===== src/hw/rtl/edt_pkg.sv =====
// ----------------------------------------------------------------------------
// Edit distance threshold package
// Shared types, register indexes and saturating helpers for the DP cell row.
// ----------------------------------------------------------------------------
package edt_pkg;

  localparam int unsigned LetterW  = 5;
  localparam int unsigned ValW     = 5;
  localparam int unsigned LettersW = 60;
  localparam int unsigned LenW     = 4;
  localparam int unsigned AddrW    = 5;
  localparam int unsigned DataW    = 64;

  localparam logic [ValW-1:0] SatMax = 5'd31;

  localparam logic [1:0] REG_QUERY_LETTERS = 2'd0;
  localparam logic [1:0] REG_QUERY_LENGTH  = 2'd1;
  localparam logic [1:0] REG_THRESHOLD     = 2'd2;

  localparam logic [ValW-1:0] ThresholdReset = 5'd3;

  // One request travelling along the row of cells.
  typedef struct packed {
    logic                valid;
    logic                last;
    logic [LetterW-1:0]  letter;
    logic [ValW-1:0]     new_val;
    logic [ValW-1:0]     diag;
    logic [ValW-1:0]     score;
  } edt_link_t;

  function automatic logic [ValW-1:0] sat_inc(input logic [ValW-1:0] v);
    logic [ValW-1:0] r;
    r = (v == SatMax) ? SatMax : v + 5'd1;
    return r;
  endfunction

  function automatic logic [ValW-1:0] min3(input logic [ValW-1:0] a,
                                           input logic [ValW-1:0] b,
                                           input logic [ValW-1:0] c);
    logic [ValW-1:0] m;
    m = (a < b) ? a : b;
    m = (m < c) ? m : c;
    return m;
  endfunction

endpackage


===== src/hw/rtl/edt_head.sv =====
// ----------------------------------------------------------------------------
// Edit distance head column
// Counts candidate letters (column zero of the DP row) and launches each
// request into the cell row.
// ----------------------------------------------------------------------------
module edt_head (
  input  logic                      clk_i,
  input  logic                      rst_ni,
  input  logic                      valid_i,
  input  logic                      last_i,
  input  logic [edt_pkg::LetterW-1:0] letter_i,
  output edt_pkg::edt_link_t        link_o
);
  import edt_pkg::*;

  logic [ValW-1:0] seen_q, seen_d, seen_inc;
  edt_link_t       link_q, link_d;

  always_comb begin
    seen_inc       = sat_inc(seen_q);
    seen_d         = seen_q;
    link_d.valid   = valid_i;
    link_d.last    = last_i;
    link_d.letter  = letter_i;
    link_d.new_val = seen_inc;
    link_d.diag    = seen_q;
    link_d.score   = seen_inc;
    if (valid_i) begin
      seen_d = last_i ? '0 : seen_inc;
    end
  end

  always_ff @(posedge clk_i or negedge rst_ni) begin
    if (!rst_ni) begin
      seen_q <= '0;
      link_q <= '0;
    end else begin
      seen_q <= seen_d;
      link_q <= link_d;
    end
  end

  assign link_o = link_q;

endmodule


===== src/hw/rtl/edt_cell.sv =====
// ----------------------------------------------------------------------------
// Edit distance cell
// Holds one DP row entry, updates it for each passing letter and hands the
// new and old values to its right neighbor.
// ----------------------------------------------------------------------------
module edt_cell #(
  parameter int unsigned J = 1
) (
  input  logic                        clk_i,
  input  logic                        rst_ni,
  input  edt_pkg::edt_link_t          link_i,
  input  logic [edt_pkg::LetterW-1:0] query_letter_i,
  input  logic [edt_pkg::LenW-1:0]    qlen_i,
  output edt_pkg::edt_link_t          link_o
);
  import edt_pkg::*;

  localparam logic [LenW-1:0] JIdx   = LenW'(J);
  localparam logic [ValW-1:0] JReset = ValW'(J);

  logic [ValW-1:0] val_q, val_d, nv;
  edt_link_t       link_q, link_d;

  always_comb begin
    if (query_letter_i == link_i.letter) begin
      nv = link_i.diag;
    end else begin
      nv = sat_inc(min3(val_q, link_i.new_val, link_i.diag));
    end
    val_d          = val_q;
    link_d.valid   = link_i.valid;
    link_d.last    = link_i.last;
    link_d.letter  = link_i.letter;
    link_d.new_val = nv;
    link_d.diag    = val_q;
    link_d.score   = (qlen_i == JIdx) ? nv : link_i.score;
    if (link_i.valid) begin
      val_d = link_i.last ? JReset : nv;
    end
  end

  always_ff @(posedge clk_i or negedge rst_ni) begin
    if (!rst_ni) begin
      val_q  <= JReset;
      link_q <= '0;
    end else begin
      val_q  <= val_d;
      link_q <= link_d;
    end
  end

  assign link_o = link_q;

endmodule


===== src/hw/rtl/edit_distance_threshold_top.sv =====
// ----------------------------------------------------------------------------
// Edit distance threshold top level
// Levenshtein distance between a configured query word and streamed words.
// ----------------------------------------------------------------------------
// The user must write the query word, its length and the match threshold
// through the APB port only while the block is idle; it is not enforced.
// Candidate words arrive one letter per request on the input channel, the
// final letter marked by last_letter_i. Each letter enters a row of MAX_LEN
// cells, one per query letter, moving one cell per cycle, so letters are
// taken at one per cycle unless a last letter is stalled. A word's result
// leaves on the output channel once its last letter has passed the head, the
// cell row and the output register. Only one last letter may be in the row
// or waiting in the output register at a time, so a last letter is stalled
// while an earlier word's result is still under way or not yet taken; other
// letters are never stalled. A stalled result holds in the output register.
// Reset clears the row to its initial values, empties the row and the output
// register, and sets the threshold to three and the query to empty.
// ----------------------------------------------------------------------------
module edit_distance_threshold_top #(
  parameter int unsigned MAX_LEN = 12
) (
  input  logic                        clk_i,
  input  logic                        rst_ni,
  input  logic                        psel,
  input  logic                        penable,
  input  logic                        pwrite,
  input  logic [edt_pkg::AddrW-1:0]   paddr,
  input  logic [edt_pkg::DataW-1:0]   pwdata,
  output logic [edt_pkg::DataW-1:0]   prdata,
  output logic                        pready,
  input  logic                        in_valid_i,
  output logic                        in_stall_o,
  input  logic [edt_pkg::LetterW-1:0] letter_i,
  input  logic                        last_letter_i,
  output logic                        out_valid_o,
  input  logic                        out_stall_i,
  output logic [edt_pkg::ValW-1:0]    distance_o,
  output logic                        within_threshold_o
);
  import edt_pkg::*;

  localparam logic [LenW-1:0] MaxLenW = LenW'(MAX_LEN);

  logic [LettersW-1:0] query_letters_q;
  logic [LenW-1:0]     query_length_q;
  logic [ValW-1:0]     threshold_q;
  logic [LenW-1:0]     qlen;
  logic [1:0]          reg_idx;
  logic                cfg_wr;

  edt_link_t           links [MAX_LEN+1];
  logic [MAX_LEN:0]    last_in_row;
  logic                last_pend;
  logic                in_take;

  logic                out_valid_q, out_valid_d;
  logic [ValW-1:0]     distance_q;
  logic                within_q;
  edt_link_t           tail;

  assign pready  = 1'b1;
  assign reg_idx = paddr[4:3];
  assign cfg_wr  = psel && penable && pwrite && (paddr[2:0] == 3'd0);

  always_ff @(posedge clk_i or negedge rst_ni) begin
    if (!rst_ni) begin
      query_letters_q <= '0;
      query_length_q  <= '0;
      threshold_q     <= ThresholdReset;
    end else if (cfg_wr) begin
      case (reg_idx)
        REG_QUERY_LETTERS: query_letters_q <= pwdata[LettersW-1:0];
        REG_QUERY_LENGTH:  query_length_q  <= pwdata[LenW-1:0];
        REG_THRESHOLD:     threshold_q     <= pwdata[ValW-1:0];
        default: begin
        end
      endcase
    end
  end

  always_comb begin
    case (reg_idx)
      REG_QUERY_LETTERS: prdata = {{(DataW-LettersW){1'b0}}, query_letters_q};
      REG_QUERY_LENGTH:  prdata = {{(DataW-LenW){1'b0}}, query_length_q};
      REG_THRESHOLD:     prdata = {{(DataW-ValW){1'b0}}, threshold_q};
      default:           prdata = '0;
    endcase
  end

  assign qlen = (query_length_q > MaxLenW) ? MaxLenW : query_length_q;

  always_comb begin
    for (int k = 0; k <= MAX_LEN; k++) begin
      last_in_row[k] = links[k].valid && links[k].last;
    end
  end

  assign last_pend  = |last_in_row;
  assign in_stall_o = last_letter_i && (last_pend || out_valid_q);
  assign in_take    = in_valid_i && !in_stall_o;

  edt_head u_head (
    .clk_i    (clk_i),
    .rst_ni   (rst_ni),
    .valid_i  (in_take),
    .last_i   (last_letter_i),
    .letter_i (letter_i),
    .link_o   (links[0])
  );

  for (genvar j = 1; j <= MAX_LEN; j++) begin : g_cell
    edt_cell #(
      .J (j)
    ) u_cell (
      .clk_i          (clk_i),
      .rst_ni         (rst_ni),
      .link_i         (links[j-1]),
      .query_letter_i (query_letters_q[LetterW*(j-1) +: LetterW]),
      .qlen_i         (qlen),
      .link_o         (links[j])
    );
  end

  assign tail        = links[MAX_LEN];
  assign out_valid_d = (tail.valid && tail.last) || (out_valid_q && out_stall_i);

  always_ff @(posedge clk_i or negedge rst_ni) begin
    if (!rst_ni) begin
      out_valid_q <= 1'b0;
    end else begin
      out_valid_q <= out_valid_d;
    end
  end

  always_ff @(posedge clk_i) begin
    if (tail.valid && tail.last) begin
      distance_q <= tail.score;
      within_q   <= (tail.score <= threshold_q);
    end
  end

  assign out_valid_o        = out_valid_q;
  assign distance_o         = distance_q;
  assign within_threshold_o = within_q;

endmodule


===== config.mk =====
export PLATFORM = sky130hd
export DESIGN_NAME = edit_distance_threshold_top
export DESIGN_NICKNAME = d
export VERILOG_FILES = /design/src/hw/rtl/edt_pkg.sv /design/src/hw/rtl/edt_head.sv /design/src/hw/rtl/edt_cell.sv /design/src/hw/rtl/edit_distance_threshold_top.sv
export SDC_FILE = /design/constraint.sdc
export NUM_CORES = 1
export LEC_CHECK = 0
export BUFFER_PORTS_ARGS = -buffer_cell sky130_fd_sc_hd__buf_2
export CORE_ASPECT_RATIO = 0.7
export CORE_MARGIN = 5
export CORE_UTILIZATION = 30
export DETAILED_ROUTE_END_ITERATION = 12
export SLEW_MARGIN = 20
export SYNTH_ARGS = -nofsm -noshare
export SYNTH_HDL_FRONTEND = slang
export SYNTH_SLANG_ARGS = --single-unit

===== constraint.sdc =====
create_clock -name clk_i -period 4.85 [get_ports clk_i]
set_input_delay 0.97 -clock clk_i [delete_from_list [all_inputs] [get_ports clk_i]]
set_output_delay 0.97 -clock clk_i [all_outputs]
set_load 0.05 [all_outputs]

==> results.py, run 1 <==
metrics = {
    "sta": {
        "fin_tns_setup_ns": 0,
        "setup_viol": 0,
        "fmax_mhz": 216,
        "skew_ns": 0.0161,
        "period_share_pct": 95.6,
        "tightest_slew_ns": 0.851,
        "hold_viol": 0,
        "max_slew_margin_pct": 43.2,
        "period_needed_ns": 4.64,
        "maxSlewViolCount": 0,
    },
    "finish": {
        "final_core_util_pct": 36.8,
        "finalNetCount": 2594,
        "final_common_cell": "dfrtp_1",
        "syn_to_final_growth_pct": 22.0,
        "layout-drive-gt1-share_pct": 24.7,
        "num_antenna_cells": 0,
        "final_cell_mix": "374 x dfrtp_1, 207 x inv_1, 169 x nand2_1",
    },
    "grt": {
        "grt_use_total_pct": 15.8,
        "antenna_found_initial": 6,
        "grt_overflow": 0,
        "grt_pass1_wl_microns": 97600,
        "grt_max_degree": 113,
        "grt_pass1_vias": 16700,
    },
    "logic_synthesis": {
        "syn_area_sq_um": 21500,
        "synth-edff-count": 6,
        "synth_area_per_cell_sq_um": 10.2,
        "synth.distinct_cells": 92,
        "async_reset_ff_share_pct": 98.5,
        "ys_seq_area_share_pct": 47.6,
        "synth_seq_cells": 407,
        "syn_inst": 2108,
        "yosys_most_used_dff": "dfrtp_1",
        "ys_warn_count": 0,
    },
    "die": {
        "die_width_microns": 330,
        "floorplan.core_area_sq_um": 71300,
        "initial_core_util_pct": 30.2,
        "rows": 82,
        "io_pins": 155,
        "die_y_microns": 234,
        "die_area_sq_um": 77300,
    },
    "route": {
        "vias": 17200,
        "routed_wl_microns": 62400,
        "avgViaCountPerCell": 5.05,
        "firstDrtPassIters": 5,
        "wl_per_cell_microns": 18.4,
        "antenna_left": 0,
        "drtIter0Drc": 1477,
        "drc": 0,
    },
    "worst_setup_path": {
        "critPathKind": "reg -> reg",
        "r2r_cells": 22,
        "path_max_fanout": 7,
        "crit_path_start_kind": "register",
        "cp-end-kind": "register",
        "worstPathRequired_ns": 5.35,
        "arrival_ns": 5.14,
    },
    "clock_network": {
        "cts_sinks": 407,
        "clockBufferDepth": 3,
        "htreeDepth": 2,
        "clkTransAtPathRegs_ns": 0.07,
        "cts_root_buf": "clkbuf_16",
        "cts_tree": "built",
        "cts_made_buffers": 41,
        "worstSkewPairLatency_ns": 0.57,
        "postCtsHoldBufs": 0,
    },
    "run_status": {
        "outcome": "complete, no violations",
    },
    "placed_design": {
        "port_buffers": 145,
        "dp_hpwl_microns": 47800,
        "gp_congestion": 0.875,
    },
    "flow_run": {
        "cap_viol_max_count": 0,
    },
    "hold_path": {
        "worstHoldPathCells": 0,
        "hold_path.class": "reg -> reg",
    },
}
## final timing paths
check	from	endpoint	slack, ns
setup / recovery	g_cell[6].u_cell.link_o[12]	g_cell[7].u_cell.link_o[0]	0.21
setup reg to reg	g_cell[6].u_cell.link_o[12]	g_cell[7].u_cell.link_o[0]	0.21
hold reg to reg	g_cell[6].u_cell.link_o[18]	g_cell[7].u_cell.link_o[18]	0.39
hold / removal	g_cell[6].u_cell.link_o[18]	g_cell[7].u_cell.link_o[18]	0.39
max in group asynchronous	rst_ni	g_cell[1].u_cell.link_o[15]	3.25
min in group asynchronous	rst_ni	query_letters_q[37]	0.43
## synth_stat cells (8+ instances only)
cell type / n / share of area (%)
ha_1: 114 / 6.6
a22oi_1: 11 / 0.38
nand2b_1: 36 / 1.0
clkbuf_1: 37 / 0.64
mux2_2: 117 / 6.1
and2_1: 65 / 1.9
nor2_1: 103 / 1.8
a41oi_1: 8 / 0.33
nor2b_1: 18 / 0.52
a22o_1: 18 / 0.73
a21o_1: 24 / 0.84
o21a_1: 13 / 0.45
a211oi_1: 17 / 0.59
o32ai_1: 12 / 0.49
a21oi_1: 83 / 1.9
and3_1: 11 / 0.32
nand2_1: 170 / 3.0
xor2_1: 40 / 1.6
a311oi_1: 12 / 0.49
mux2i_1: 48 / 2.2
a211o_1: 12 / 0.49
inv_1: 207 / 3.6
nand4_1: 36 / 1.0
dfrtp_1: 377 / 44
dfstp_2: 24 / 2.9
o2bb2ai_1: 13 / 0.53
o21ai_1: 14 / 0.33
o22a_1: 10 / 0.41
o31ai_1: 11 / 0.38
a31oi_1: 12 / 0.35
nand3_1: 78 / 1.8
xnor2_1: 26 / 1.1
o22ai_1: 35 / 1.0
o211ai_1: 13 / 0.45
nor3_1: 33 / 0.77
o21ai_0: 97 / 2.3
## sequential cells by signal, summed over array words and instances (netlist names)
name	flops
u_head.seen_q	5
query_length_q	4
out_valid_o	1
u_head.link_o	17
g_cell.u_cell.link_o	249
g_cell.u_cell.val_q	60
threshold_q	5
within_threshold_o	1
distance_o	5
query_letters_q	60
## critical path: stages (launching register included)
cell,delay [ns]
dfrtp_1,0.37
inv_1,0.05
ha_1,0.34
a21o_1,0.18
a31oi_4,0.05
o21ai_4,0.26
mux2i_2,0.29
inv_1,0.12
ha_4,0.29
a21oi_1,0.05
o21ai_0,0.15
buf_4,0.16
nor3b_1,0.04
mux2_2,0.27
or2_2,0.30
o21ai_1,0.13
ha_1,0.18
inv_1,0.07
nor3_2,0.13
or4b_1,0.46
o211ai_1,0.22
o22a_1,0.30
mux2_2,0.17
## cell families (layout without fill, tap and decap cells)
logic type | Yosys count | in the layout | synth area share [%]
buffers and inverters | 257 | 575 | 4.64
AND/OR/NAND/NOR | 597 | 597 | 13.9
flip-flops | 407 | 407 | 47.6
other | 2 | 5 | 0.0349
multiplexers | 166 | 166 | 8.42
AO/OA/AOI/OAI | 499 | 499 | 16.1
XOR/XNOR | 66 | 66 | 2.68
adder cells (fa/ha/maj) | 114 | 114 | 6.62
## what timing repair did
| action | 4_1_cts | 5_1_grt |
|---|---|---|
| pin swaps | 2 | 14 |
| setup endpoints to repair | 13 | 142 |
| gates resized for setup | 3 | 92 |
| buffers inserted | 3 | 21 |
## layout make-up
| cell class | instances | area [sq um] |
|---|---|---|
| fillers | 7082 | 45000 |
| multi-input cells | 1447 | 10700 |
| flip-flops and latches | 407 | 10200 |
| repair buffers | 294 | 1900 |
| well taps | 966 | 1210 |
| clock buffers | 55 | 1200 |
| inverters | 207 | 777 |
| clock inverters | 19 | 186 |
## through the flow
step / instance area, sq um / hold slack, ns / setup WS (ns) / std cells
floorplan: 21500 / 0.352 / 0.176 / 2111
CTS: 25700 / 0.392 / 0.00989 / 3374
global placement: 24300 / 0.376 / -0.0578 / 3297
global route: 26300 / 0.402 / -0.0687 / 3395
finish: 26300 / 0.388 / 0.212 / 3395
detailed placement: 24300 / 0.378 / -0.0776 / 3297
## layer usage
| layer | GRT usage, % | part of all wire [%] |
|---|---|---|
| met4 | 2.62 | 1.4 |
| met3 | 3.16 | 7.4 |
| met5 | 0 | 0 |
| met1 | 25.2 | 51 |
| met2 | 22.3 | 40 |
Power of run 1 is left out: the tool's default activity adds up to more than one toggle a clock period on the data nets, which glitch-free logic cannot reach.
==> run 2, diff against run 1 <==
CTS_BUF_LIST = sky130_fd_sc_hd__clkbuf_4   (was default)
==> results.py, run 2 (synthesis results as in run 1) <==
metrics = {
    "run_status": {
        "outcome": "complete, no violations",
    },
    "sta": {
        "period_share_pct": 96.0,
        "tightest_slew_ns": 0.868,
        "period_needed_ns": 4.66,
        "hold_viol": 0,
        "max_slew_margin_pct": 42.0,
        "holdWs_ns": 0.152,
        "skew_ns": 0.0729,
        "maxSlewViolCount": 0,
        "fin_tns_setup_ns": 0,
        "fmax_mhz": 215,
        "setup_viol": 0,
        "rsz0062_at_grt": "yes",
    },
    "hold_path": {
        "hold_path.class": "in -> async",
    },
    "worst_setup_path": {
        "cp-end-kind": "register",
        "slowest_delay_ns": 0.40,
        "crit_path_start_kind": "register",
        "cp_cell_sequence": "inv_2 > ha_4 > a21o_1 > a31oi_2 > o21a_2 > buf_4 > mux2_4 > ha_1 > a211o_1 > a21o_1 > or3_1 > o211ai_2 > nand2_1 > o21ai_1 > ha_2 > nand4_1 > mux2i_1 > mux2i_1 > and2_4 > a221oi_4 > mux2_4",
        "critPathKind": "reg -> reg",
        "worstPathRequired_ns": 5.63,
        "path_buf_inv": 2,
        "arrival_ns": 5.43,
        "cp_slowest_cell": "dfrtp_1",
        "path_max_fanout": 5,
        "crit_family": "compound AO/OA/AOI/OAI gates",
    },
    "route": {
        "routed_wl_microns": 63400,
        "vias": 17700,
        "wl_per_cell_microns": 18.0,
        "firstDrtPassIters": 5,
        "drc": 0,
        "antenna_left": 0,
        "avgViaCountPerCell": 5.03,
        "drtIter0Drc": 1349,
    },
    "grt": {
        "grt_pass1_vias": 17300,
        "grt_max_degree": 113,
        "grt_pass1_wl_microns": 98800,
        "antenna_found_initial": 7,
        "grt_overflow": 0,
        "grt_use_total_pct": 16.1,
    },
    "clock_network": {
        "htreeDepth": 3,
        "cts_sinks": 407,
        "clockBufferDepth": 3,
        "worstSkewPairLatency_ns": 0.86,
        "cts_tree": "built",
        "cts_root_buf": "clkbuf_4",
        "clkTransAtPathRegs_ns": 0.07,
        "cts_made_buffers": 101,
    },
    "finish": {
        "finalNetCount": 2658,
        "layout-drive-gt1-share_pct": 27.8,
        "final_cell_mix": "372 x dfrtp_1, 206 x inv_1, 169 x nand2_1",
        "final_common_cell": "dfrtp_1",
        "nFillCells": 7124,
        "multiInputGateArea_sq_um": 10700,
        "register_area_sq_um": 10300,
        "largest_reg_flops": 249,
        "syn_to_final_growth_pct": 22.6,
    },
    "placed_design": {
        "port_buffers": 145,
        "gp_congestion": 0.875,
        "dp_hpwl_microns": 47800,
    },
    "flow_run": {
        "cap_viol_max_count": 0,
    },
    "die": {
        "die_area_sq_um": 77300,
        "floorplan.core_area_sq_um": 71300,
        "initial_core_util_pct": 30.2,
        "io_pins": 155,
        "die_width_microns": 330,
        "die_y_microns": 234,
        "rows": 82,
    },
}
[run 2: worst register-to-register path, delay by kind of cell, from the launching register on]
kind / cells / cell delay [ns]
flops: 1 / 0.40
compound gates: 8 / 1.78
simple gates: 4 / 0.68
fa+ha+maj: 3 / 0.63
buf+inv: 2 / 0.21
mux: 4 / 0.91
[run 2: per-stage QoR]
| step | util, % | setup slack (ns) | cells | area [sq um] |
|---|---|---|---|---|
| 2_1_floorplan | - | 0.176 | 2111 | 21500 |
| 3_3_place_gp | 34.0 | -0.0578 | 3297 | 24300 |
| 3_5_place_dp | 34.0 | -0.0776 | 3297 | 24300 |
| 4_1_cts | 36.1 | -0.00293 | 3486 | 25800 |
| 5_1_grt | 37.0 | -0.0534 | 3519 | 26400 |
| 6_report | 37.0 | 0.193 | 3519 | 26400 |
[run 2: area by class of cell]
class / count / area share [%]
tap: 966 / 4.58
inverter: 207 / 2.94
sequential: 407 / 38.8
clock inverter: 39 / 1.32
timing repair buffer: 298 / 7.33
antenna: 5 / 0.0474
clock buffer: 150 / 4.27
multi-input combinational: 1447 / 40.7
[run 2: worst paths after layout]
check                                            startpoint                     endpoint  slack, ns  cells after the start
min in group clk_i                              letter_i[4]            u_head.link_o[19]       0.21                      1
worst max register to register             u_head.link_o[2]   g_cell[1].u_cell.link_o[3]       0.19                     21
worst max-delay path                       u_head.link_o[2]   g_cell[1].u_cell.link_o[3]       0.19                     21
worst min-delay path                                 rst_ni               threshold_q[4]       0.15                      1
max in group asynchronous                            rst_ni   g_cell[1].u_cell.link_o[7]       3.57                      2
worst min register to register  g_cell[3].u_cell.link_o[16]  g_cell[4].u_cell.link_o[16]       0.39                      0
[run 2: routing by layer]
metal  global-route usage (%)  routed length (microns)
met5                        0                        0
met3                     4.10                     4780
met2                     22.3                    25900
met1                     25.1                    31800
met4                     3.57                      935
[run 2: repair_timing]
action                     in CTS  in global routing
setup endpoints to repair      16                145
hold buffers                    0                  0
gates resized for setup         6                 92
pin swaps                       1                 23
setup buffers                   0                 28
Power of run 2 is left out for the same reason.
